**config.mk**
```make
export PLATFORM = sky130hd
export DESIGN_NAME = running_median_insertion_core
export DESIGN_NICKNAME = d
export VERILOG_FILES = /design/src/rmi_pkg.sv /design/src/rmi_ctrl.sv /design/src/rmi_datapath.sv /design/src/running_median_insertion_core.sv
export SDC_FILE = /design/constraint.sdc
export NUM_CORES = 1
export LEC_CHECK = 0
export BUFFER_PORTS_ARGS = -buffer_cell sky130_fd_sc_hd__buf_2
export CAP_MARGIN = 5
export CORE_ASPECT_RATIO = 2
export CORE_UTILIZATION = 58
export DETAILED_ROUTE_END_ITERATION = 6
export MAX_ROUTING_LAYER = met4
export PLACE_DENSITY = 0.88
export SYNTH_ARGS = -nofsm -noshare
export SYNTH_HDL_FRONTEND = slang
export SYNTH_SLANG_ARGS = --single-unit
```
**constraint.sdc**
```tcl
create_clock -name clk -period 6 [get_ports clk]
set_clock_uncertainty 0.1 [all_clocks]
set_input_delay 0.9 -clock clk [delete_from_list [all_inputs] [get_ports clk]]
set_output_delay 0.9 -clock clk [all_outputs]
set_load 0.05 [all_outputs]
```
**src/rmi_pkg.sv**
```systemverilog
// ----------------------------------------------------------------------------
// Running median package
// Shared constants and the command bundle between controller and datapath.
// ----------------------------------------------------------------------------
package rmi_pkg;

	localparam int DEF_CAPACITY   = 16;
	localparam int DEF_DATA_WIDTH = 16;
	localparam int COUNT_OUT_W    = 5;

	typedef struct packed {
		logic load;
		logic insert;
		logic select;
		logic finish;
	} rmi_cmd_t;

endpackage

```
**src/rmi_ctrl.sv**
```systemverilog
// ----------------------------------------------------------------------------
// Running median controller
// Sequences capture, insertion, middle selection and result loading for each
// item, and holds the output valid flag.
// ----------------------------------------------------------------------------
module rmi_ctrl
	import rmi_pkg::*;
(
	input  logic     clk,
	input  logic     arst_n,
	input  logic     s_tvalid,
	output logic     s_tready,
	output logic     m_tvalid,
	input  logic     m_tready,
	output rmi_cmd_t cmd
);

	localparam logic [1:0] ST_IDLE   = 2'd0;
	localparam logic [1:0] ST_INSERT = 2'd1;
	localparam logic [1:0] ST_SELECT = 2'd2;
	localparam logic [1:0] ST_FINISH = 2'd3;

	logic [1:0] state_q;
	logic [1:0] state_d;
	logic       out_valid_q;

	always_comb begin
		state_d = state_q;
		cmd     = '0;
		unique case (state_q)
			ST_IDLE: begin
				if (s_tvalid) begin
					cmd.load = 1'b1;
					state_d  = ST_INSERT;
				end
			end
			ST_INSERT: begin
				cmd.insert = 1'b1;
				state_d    = ST_SELECT;
			end
			ST_SELECT: begin
				cmd.select = 1'b1;
				state_d    = ST_FINISH;
			end
			ST_FINISH: begin
				// The result register may be reloaded once the old item leaves.
				if (!out_valid_q || m_tready) begin
					cmd.finish = 1'b1;
					state_d    = ST_IDLE;
				end
			end
			default: state_d = ST_IDLE;
		endcase
	end

	always_ff @(posedge clk or negedge arst_n) begin
		if (!arst_n) begin
			state_q     <= ST_IDLE;
			out_valid_q <= 1'b0;
		end else begin
			state_q <= state_d;
			if (cmd.finish) begin
				out_valid_q <= 1'b1;
			end else if (m_tready) begin
				out_valid_q <= 1'b0;
			end
		end
	end

	assign s_tready = (state_q == ST_IDLE);
	assign m_tvalid = out_valid_q;

	a_cmd_onehot: assert property (@(posedge clk) disable iff (!arst_n)
		$onehot0({cmd.load, cmd.insert, cmd.select, cmd.finish}))
		else $error("controller issued more than one command");

	a_insert_then_select: assert property (@(posedge clk) disable iff (!arst_n)
		cmd.insert |=> cmd.select)
		else $error("selection did not follow insertion");

	a_finish_waits: assert property (@(posedge clk) disable iff (!arst_n)
		(state_q == ST_FINISH) && out_valid_q && !m_tready |=> (state_q == ST_FINISH))
		else $error("result loaded over an item not yet taken");

endmodule

```
**src/rmi_datapath.sv**
```systemverilog
// ----------------------------------------------------------------------------
// Running median datapath
// Row of sorted cells with parallel compare-and-shift insertion, middle
// element selection and the registered result.
// ----------------------------------------------------------------------------
module rmi_datapath
	import rmi_pkg::*;
#(
	parameter int CAPACITY   = DEF_CAPACITY,
	parameter int DATA_WIDTH = DEF_DATA_WIDTH
) (
	input  logic                   clk,
	input  logic                   arst_n,
	input  rmi_cmd_t               cmd,
	input  logic [DATA_WIDTH-1:0]  sample,
	input  logic                   start_new,
	output logic [DATA_WIDTH:0]    median_x2,
	output logic [COUNT_OUT_W-1:0] sample_count,
	output logic                   dropped
);

	localparam int CW = $clog2(CAPACITY + 1);
	localparam int IW = $clog2(CAPACITY);

	logic [DATA_WIDTH-1:0]  x_q;
	logic                   start_q;
	logic [DATA_WIDTH-1:0]  cells_q [CAPACITY];
	logic [CW-1:0]          count_q;
	logic                   drop_q;
	logic [DATA_WIDTH-1:0]  mid_lo_q;
	logic [DATA_WIDTH-1:0]  mid_hi_q;
	logic [DATA_WIDTH:0]    median_q;
	logic [COUNT_OUT_W-1:0] count_out_q;
	logic                   dropped_q;

	logic [CW-1:0]          eff_count;
	logic                   full;
	logic [CAPACITY-1:0]    gt;
	logic [CAPACITY-1:0]    prev_gt;
	logic [DATA_WIDTH-1:0]  below [CAPACITY];
	logic [IW-1:0]          mid_idx;
	logic [IW-1:0]          mid_idx_m1;

	assign eff_count = start_q ? '0 : count_q;
	assign full      = (eff_count == CW'(CAPACITY));

	// A held cell greater than the new sample moves up by one place.
	always_comb begin
		for (int i = 0; i < CAPACITY; i++) begin
			gt[i] = (CW'(i) < eff_count) && ($signed(cells_q[i]) > $signed(x_q));
		end
		prev_gt[0] = 1'b0;
		below[0]   = x_q;
		for (int i = 1; i < CAPACITY; i++) begin
			prev_gt[i] = gt[i-1];
			below[i]   = cells_q[i-1];
		end
	end

	assign mid_idx    = IW'(count_q >> 1);
	assign mid_idx_m1 = IW'(mid_idx - 1'b1);

	always_ff @(posedge clk) begin
		if (cmd.load) begin
			x_q     <= sample;
			start_q <= start_new;
		end
		if (cmd.insert) begin
			drop_q <= full;
			if (!full) begin
				for (int i = 0; i < CAPACITY; i++) begin
					if (CW'(i) <= eff_count) begin
						if (prev_gt[i]) begin
							cells_q[i] <= below[i];
						end else if (gt[i] || (CW'(i) == eff_count)) begin
							cells_q[i] <= x_q;
						end
					end
				end
			end
		end
		if (cmd.select) begin
			mid_hi_q <= cells_q[mid_idx];
			mid_lo_q <= count_q[0] ? cells_q[mid_idx] : cells_q[mid_idx_m1];
		end
		if (cmd.finish) begin
			median_q    <= {mid_lo_q[DATA_WIDTH-1], mid_lo_q}
			             + {mid_hi_q[DATA_WIDTH-1], mid_hi_q};
			count_out_q <= COUNT_OUT_W'(count_q);
			dropped_q   <= drop_q;
		end
	end

	always_ff @(posedge clk or negedge arst_n) begin
		if (!arst_n) begin
			count_q <= '0;
		end else if (cmd.insert) begin
			count_q <= full ? eff_count : CW'(eff_count + 1'b1);
		end
	end

	assign median_x2    = median_q;
	assign sample_count = count_out_q;
	assign dropped      = dropped_q;

	a_count_bound: assert property (@(posedge clk) disable iff (!arst_n)
		count_q <= CW'(CAPACITY))
		else $error("held count exceeds the store depth");

	a_drop_full: assert property (@(posedge clk) disable iff (!arst_n)
		cmd.insert && full |=> (count_q == CW'(CAPACITY)) && drop_q)
		else $error("dropped item did not leave the store full");

	a_low_order: assert property (@(posedge clk) disable iff (!arst_n)
		(count_q >= CW'(2)) |-> ($signed(cells_q[0]) <= $signed(cells_q[1])))
		else $error("lowest cells out of order");

endmodule

```
**src/running_median_insertion_core.sv**
```systemverilog
// The result appears on m_axis_tvalid after the controller steps through capture,
// insertion across the cell row, middle selection and result load, which waits while
// an earlier result is not yet taken. A new item is accepted only after that load.
// A waiting result sits in the output register while the next item is already taken.
// Reset clears the controller, the output valid flag and the held count; the store
// is then empty and its cells hold no meaningful data until written.
// ----------------------------------------------------------------------------
// Running median by sorted insertion
// Inserts each signed sample into a sorted store unless it is full, and returns twice the median.
// ----------------------------------------------------------------------------
module running_median_insertion_core
	import rmi_pkg::*;
#(
	parameter int CAPACITY   = DEF_CAPACITY,
	parameter int DATA_WIDTH = DEF_DATA_WIDTH
) (
	input  logic                                           clk,
	input  logic                                           arst_n,
	input  logic                                           s_axis_tvalid,
	output logic                                           s_axis_tready,
	// Fields from bit 0: sample.
	input  logic [((DATA_WIDTH+7)/8)*8-1:0]                s_axis_tdata,
	// Fields from bit 0: start_new.
	input  logic [0:0]                                     s_axis_tuser,
	output logic                                           m_axis_tvalid,
	input  logic                                           m_axis_tready,
	// Fields from bit 0: median_x2, sample_count.
	output logic [((DATA_WIDTH+1+COUNT_OUT_W+7)/8)*8-1:0]  m_axis_tdata,
	// Fields from bit 0: dropped.
	output logic [0:0]                                     m_axis_tuser
);

	localparam int M_W   = ((DATA_WIDTH + 1 + COUNT_OUT_W + 7) / 8) * 8;
	localparam int M_PAD = M_W - (DATA_WIDTH + 1 + COUNT_OUT_W);

	rmi_cmd_t               cmd;
	logic [DATA_WIDTH:0]    median_x2;
	logic [COUNT_OUT_W-1:0] sample_count;
	logic                   dropped;

	rmi_ctrl u_ctrl (
		.clk      (clk),
		.arst_n   (arst_n),
		.s_tvalid (s_axis_tvalid),
		.s_tready (s_axis_tready),
		.m_tvalid (m_axis_tvalid),
		.m_tready (m_axis_tready),
		.cmd      (cmd)
	);

	rmi_datapath #(
		.CAPACITY   (CAPACITY),
		.DATA_WIDTH (DATA_WIDTH)
	) u_datapath (
		.clk          (clk),
		.arst_n       (arst_n),
		.cmd          (cmd),
		.sample       (s_axis_tdata[DATA_WIDTH-1:0]),
		.start_new    (s_axis_tuser[0]),
		.median_x2    (median_x2),
		.sample_count (sample_count),
		.dropped      (dropped)
	);

	generate
		if (M_PAD > 0) begin : g_pad
			assign m_axis_tdata = {{M_PAD{1'b0}}, sample_count, median_x2};
		end else begin : g_nopad
			assign m_axis_tdata = {sample_count, median_x2};
		end
	endgenerate

	assign m_axis_tuser = dropped;

endmodule
```
==> results of run 1 <==
[cell type report]
type                       instances  area share (%)
antenna                            5          0.0464
clock buffer                      43            3.52
clock inverter                    17           0.840
inverter                          66           0.919
multi-input combinational       1365            51.9
sequential                       337            37.4
tap                              540            2.51
timing repair buffer             113            2.82
[kinds of logic (layout without fill, tap and decap cells)]
family	count (synthesis)	count (layout)	share of synthesized area (%)
simple gates	308	308	6.50
flops	337	337	41.0
xor+xnor	18	18	0.641
compound gates	334	334	8.85
fa+ha+maj	281	281	14.3
other cells	1	7	0.0153
buf+inv	155	239	2.66
mux	422	422	26.0
[state kept, by name (all words and copies together) (netlist names)]
register,flops
u_datapath.mid_hi_q,16
u_datapath.drop_q,1
u_datapath.sample_count,5
u_ctrl.state_q,2
u_ctrl.m_tvalid,1
u_datapath.median_x2,17
u_datapath.cells_q,256
u_datapath.x_q,16
u_datapath.start_q,1
u_datapath.mid_lo_q,16
u_datapath.dropped,1
u_datapath.count_q,5
[worst max-delay path, cell delays in order, from the launching register on]
cell and delay, ps:
edfxtp_1 710, inv_1 520, ha_1 460, nand2_1 200
o21ai_0 840, a211oi_1 210, o211ai_1 390, nand4b_1 700
buf_4 480, mux2_2 300
[per-stage QoR]
step | hold slack [ps] | cell area, um^2 | utilization (%) | worst slack [ps] | total power [mW]
after floorplan | 300 | 24600 | - | 251 | 8.20
after global placement | 363 | 25800 | 61.7 | 1170 | 10.2
after detailed placement | 380 | 25800 | 61.7 | 1070 | 10.4
after CTS | 113 | 26900 | 64.5 | 1040 | 12.7
after global routing | 128 | 27000 | 64.5 | 673 | 13.3
final | 114 | 27000 | 64.5 | 832 | 12.9
[cell usage after synthesis (4+ instances only)]
master	n	share of area, %
edfxtp_1	329	40
o21bai_1	4	0.12
nor4_1	8	0.20
o21ai_0	42	0.86
xnor2_1	14	0.50
nand2_1	72	1.1
nor3_1	20	0.41
buf_2	28	0.57
a21o_1	36	1.1
dfrtp_1	8	0.81
clkbuf_1	44	0.67
nor2b_1	15	0.38
o221ai_1	4	0.14
a21oi_1	135	2.7
xor2_1	4	0.14
buf_4	4	0.12
a211oi_1	24	0.73
a211o_1	7	0.25
mux2_4	11	0.67
and2_1	18	0.46
o21a_1	12	0.37
and4_1	5	0.18
or3_1	4	0.10
nand2b_1	13	0.33
inv_1	66	1.0
a31oi_1	12	0.31
o211ai_1	14	0.43
nor2_1	59	0.90
mux2i_1	19	0.77
mux4_2	144	13
mux2_1	4	0.18
nand4_1	42	1.1
buf_1	10	0.15
ha_1	280	14
nand3_1	30	0.61
mux2_2	244	11
nand3b_1	4	0.12
[metal layers]
| layer | vias to the layer above | part of all wire, % |
|---|---|---|
| li1 | 7595 | - |
| met1 | 9059 | 30 |
| met2 | 1318 | 51 |
| met3 | 493 | 7.8 |
| met4 | 0 | 11 |
| met5 | - | 0 |
[path summary, 6_finish.rpt]
check,slack [ps],start,to,cells past startpoint
setup / recovery,830,u_datapath.x_q[3]$_DFFE_PP_,u_datapath.cells_q[3][4]$_DFFE_PP_,9
hold / removal,110,arst_n,u_datapath.count_q[2]$_DFFE_PN0P_,1
setup reg to reg,830,u_datapath.x_q[3]$_DFFE_PP_,u_datapath.cells_q[3][4]$_DFFE_PP_,9
hold reg to reg,410,u_datapath.drop_q$_DFFE_PP_,u_datapath.dropped$_DFFE_PP_,0
max in group asynchronous,5420,arst_n,u_datapath.count_q[3]$_DFFE_PN0P_,1
min in group clk,410,u_datapath.drop_q$_DFFE_PP_,u_datapath.dropped$_DFFE_PP_,0
[power breakdown]
group          leakage, nW  internal (mW)  switching [mW]
logic                 6.31           2.77            3.92
registers             3.09           3.37           0.495
clock network        0.571           1.35           0.994
total                 9.97           7.49            5.41
==> results.yml, run 1 <==
drt:
  wl_per_cell_um: 33.9
  drc: 0
  vias: 18500
  via_per_inst: 7.43
  drt_pass1_iterations: 5
  drt_first_iter_violations: 2289
  routed_wirelength_um: 84200
  drtAntennaViolNets: 0
clock_network:
  cts_buffers: 34
  clk-insertion-delay-late_ps: 560
  postCtsHoldBufs: 0
  clock_sinks: 337
  cts.reportedPaths.clkPinSlew_ps: 70
  cts-root-buf: "clkbuf_16"
  cts_setup_buffers: 0
  tritoncts: "yes"
  cts.htree.levels: 2
  cts_buffer_depth: 3
  cts-resized-gates: 0
die:
  ioPinCount: 48
  core_um2: 41800
  initial_core_util_pct: 58.8
  num_rows: 106
  die_width_um: 148
  fp.dieH_um: 293
  die_area_um2: 43300
global_routing:
  grt_pass1_wl_um: 122000
  met2_usage_pct: 69.1
  grt_busiest_layer: "met2"
  grt_max_degree: 53
  grt_usage_pct: 40.9
  gr-total-overflow: 0
  grtUsageMet1_pct: 41.0
  met3_usage_pct: 6.37
  antenna_found_initial: 4
  grt_pass1_vias: 18900
placement:
  io_buffers: 45
  place_inst: 2421
  dp_hpwl_um: 62200
  gp_congestion: 1.01
layout:
  area_growth_syn_to_layout_pct: 9.65
  multi_input_area_um2: 14000
  nets: 2219
  fin_cells: 2486
  drive_above_1_share_pct: 30.9
  fillers: 3124
  final_common_cell: "edfxtp_1"
  seqCellArea_um2: 10100
  layout_common_cells: "edfxtp_1 (329), ha_1 (279), mux2_2 (244), mux4_2 (144), a21oi_1 (129)"
sta:
  max_freq_mhz: 194
  rsz0062_at_grt: "false"
  finalSetupTns_ps: 0
  tightestPinTransition_ps: 1390
  hold_viol_final: 0
  relSlewSlack_pct: 6.81
  min_period_ps: 5170
  period_share_pct: 86.1
  finalSetupViolations: 0
  final-max-slew-violation-count: 0
synthesis:
  synth_ff_type: "edfxtp_1"
  synth.distinct_cells: 78
  syn_inst: 1856
  ys_seq_elements: 337
  syn_area_per_cell_um2: 13.2
  ys_seq_area_share_pct: 41.0
  ys_warn_count: 0
  synth_edf_count: 329
  async_flop_share_pct: 2.37
  syn_area_um2: 24600
setup_path:
  critPathKind: "reg -> reg"
  critPathMaxFanout: 17
  startpoint_type: "register"
  required_ps: 6190
  worst_setup_path_end_kind: "register"
  cp.arrival_ps: 5360
power_and_ir_drop:
  power.density_nw_per_um2: 478
  p_leak_nw: 9.97
  ir_drop_mv: 0.338
outcome:
  status: "completed"
flow_run:
  max-cap-violations: 0
hold_path:
  worst_hold_path_type: "in -> async"
No activity file was read; power rests on OpenSTA's default activity.
==> inputs of run 2 (changes only) <==
Settings changed: BUFFER_PORTS_ARGS -buffer_cell sky130_fd_sc_hd__buf_2 to -buffer_cell sky130_fd_sc_hd__buf_4, CTS_CLUSTER_DIAMETER set to 120, PLACE_DENSITY 0.88 to 0.77.
==> run 2 against run 1 <==
Net effect: non-clock buffer count rose by 6; flip-flop and latch count stayed put; first-iteration DRC count shrank 20%; worst setup slack worse by 270 ps; via count decreased by 1.4%; critical path depth unchanged; utilization unchanged; register-to-register slack worse by 270 ps; worst hold slack worse by 37 ps; critical path type unchanged; largest power group unchanged.
==> results.yml, run 2 (synthesized netlist as in run 1, its figures left out) <==
sta:
  min_period_ps: 5440
  period_share_pct: 90.7
  tightestPinTransition_ps: 1210
  finalSetupTns_ps: 0
  rsz0062_at_grt: "false"
  finalSetupViolations: 0
  relSlewSlack_pct: 19.4
  hold_viol_final: 0
  max_freq_mhz: 184
  final-max-slew-violation-count: 0
layout:
  fillers: 3122
  final_common_cell: "edfxtp_1"
  drive_above_1_share_pct: 30.8
  area_growth_syn_to_layout_pct: 9.65
  largest_register_ffs: 256
  nets: 2225
  fin_cells: 2490
  top_register: "u_datapath.cells_q"
  final_util_pct: 64.5
  layout_common_cells: "edfxtp_1 (329), ha_1 (279), mux2_2 (244), mux4_2 (144), a21oi_1 (126)"
global_routing:
  gr-total-overflow: 0
  grt_max_degree: 46
  grt_pass1_wl_um: 119000
  antenna_found_initial: 2
  grt_usage_pct: 40.1
  grt_pass1_vias: 18900
die:
  die_area_um2: 43300
  num_rows: 106
  fp.dieH_um: 293
  ioPinCount: 48
  die_width_um: 148
  initial_core_util_pct: 58.8
  core_um2: 41800
setup_path:
  worst_setup_path_end_kind: "register"
  critPathMaxFanout: 17
  startpoint_type: "register"
  required_ps: 6190
  cp.arrival_ps: 5630
  critPathKind: "reg -> reg"
clock_network:
  cts_setup_buffers: 0
  cts.htree.levels: 2
  cts_buffer_depth: 3
  cts_buffers: 34
  cts-resized-gates: 0
  postCtsHoldBufs: 0
  clk-insertion-delay-late_ps: 560
  cts-root-buf: "clkbuf_16"
  cts.reportedPaths.clkPinSlew_ps: 70
  clock_sinks: 337
  tritoncts: "yes"
power_and_ir_drop:
  pwr-share-seq_pct: 30.2
  ir_drop_mv: 0.317
  power.density_nw_per_um2: 471
  power.switching_mw: 5.33
  total_power_mw: 12.7
  clkPwrFrac_pct: 16.9
  internal_power_mw: 7.37
  switching_share_pct: 42.0
  p_leak_nw: 9.98
  pwr-share-comb_pct: 52.9
outcome:
  status: "completed"
drt:
  drt_pass1_iterations: 7
  drc: 0
  wl_per_cell_um: 33.3
  drt_first_iter_violations: 1830
  routed_wirelength_um: 82800
  vias: 18200
  via_per_inst: 7.31
  drtAntennaViolNets: 0
placement:
  dp_hpwl_um: 62200
  place_inst: 2427
  io_buffers: 45
  gp_congestion: 0.987
hold_path:
  worst_hold_path_type: "in -> async"
flow_run:
  max-cap-violations: 0
## run 2: through the flow
step / cell area, um^2 / hold slack, ps / setup slack [ps]
after floorplan: 24600 / 300 / 251
final: 27000 / 77.8 / 560
after global placement: 25900 / 405 / 765
after CTS: 27000 / 73.7 / 766
after detailed placement: 25900 / 412 / 774
after global routing: 27000 / 75.0 / 640
## run 2: critical path: stages, from the launching register on
cell and delay [ps]:
edfxtp_1 700, inv_1 550, ha_1 510, nand4_1 350, nor4_1 580, a21boi_0 650
nor3_1 130, o21ai_1 410, nand2_1 670, mux2_2 510
## run 2: metal layers
metal | vias to the layer above | wire length [um] | track usage (%)
li1 | 7618 | - | -
met1 | 9049 | 25500 | 39.0
met5 | - | 0 | -
met2 | 1134 | 42400 | 68.9
met4 | 0 | 8920 | 35.3
met3 | 408 | 5930 | 5.62
## run 2: cell type report
class	instances	area (um^2)	area share, %
Antenna cell	2	5.00	0.0186
Clock buffer	46	917	3.40
Clock inverter	15	133	0.492
Inverter	66	248	0.919
Multi-Input combinational cell	1365	14000	51.9
Sequential cell	337	10100	37.4
Tap cell	540	676	2.51
Timing Repair Buffer	119	893	3.31
## run 2: final timing paths
path / startpoint / end / slack [ps] / depth (start not counted)
worst max-delay path: u_datapath.x_q[11]$_DFFE_PP_ / u_datapath.cells_q[10][11]$_DFFE_PP_ / 560 / 9
worst min-delay path: arst_n / u_datapath.count_q[2]$_DFFE_PN0P_ / 80 / 1
worst min register to register: u_ctrl.m_tvalid$_DFFE_PN0P_ / u_ctrl.m_tvalid$_DFFE_PN0P_ / 430 / 2
min in group clk: s_axis_tdata[10] / u_datapath.x_q[10]$_DFFE_PP_ / 420 / 1
max in group asynchronous: arst_n / u_datapath.count_q[1]$_DFFE_PN0P_ / 5550 / 1
worst max register to register: u_datapath.x_q[11]$_DFFE_PP_ / u_datapath.cells_q[10][11]$_DFFE_PP_ / 560 / 9
## run 2: power by group through the flow
stage | combinational, mW | clock (mW) | sequential (mW)
finish | 6.71 | 2.14 | 3.84
detailed placement | 6.58 | 0 | 3.86
floorplan | 4.32 | 0 | 3.89
global placement | 6.43 | 0 | 3.85
global route | 7.09 | 2.22 | 3.87
CTS | 6.61 | 2.15 | 3.82
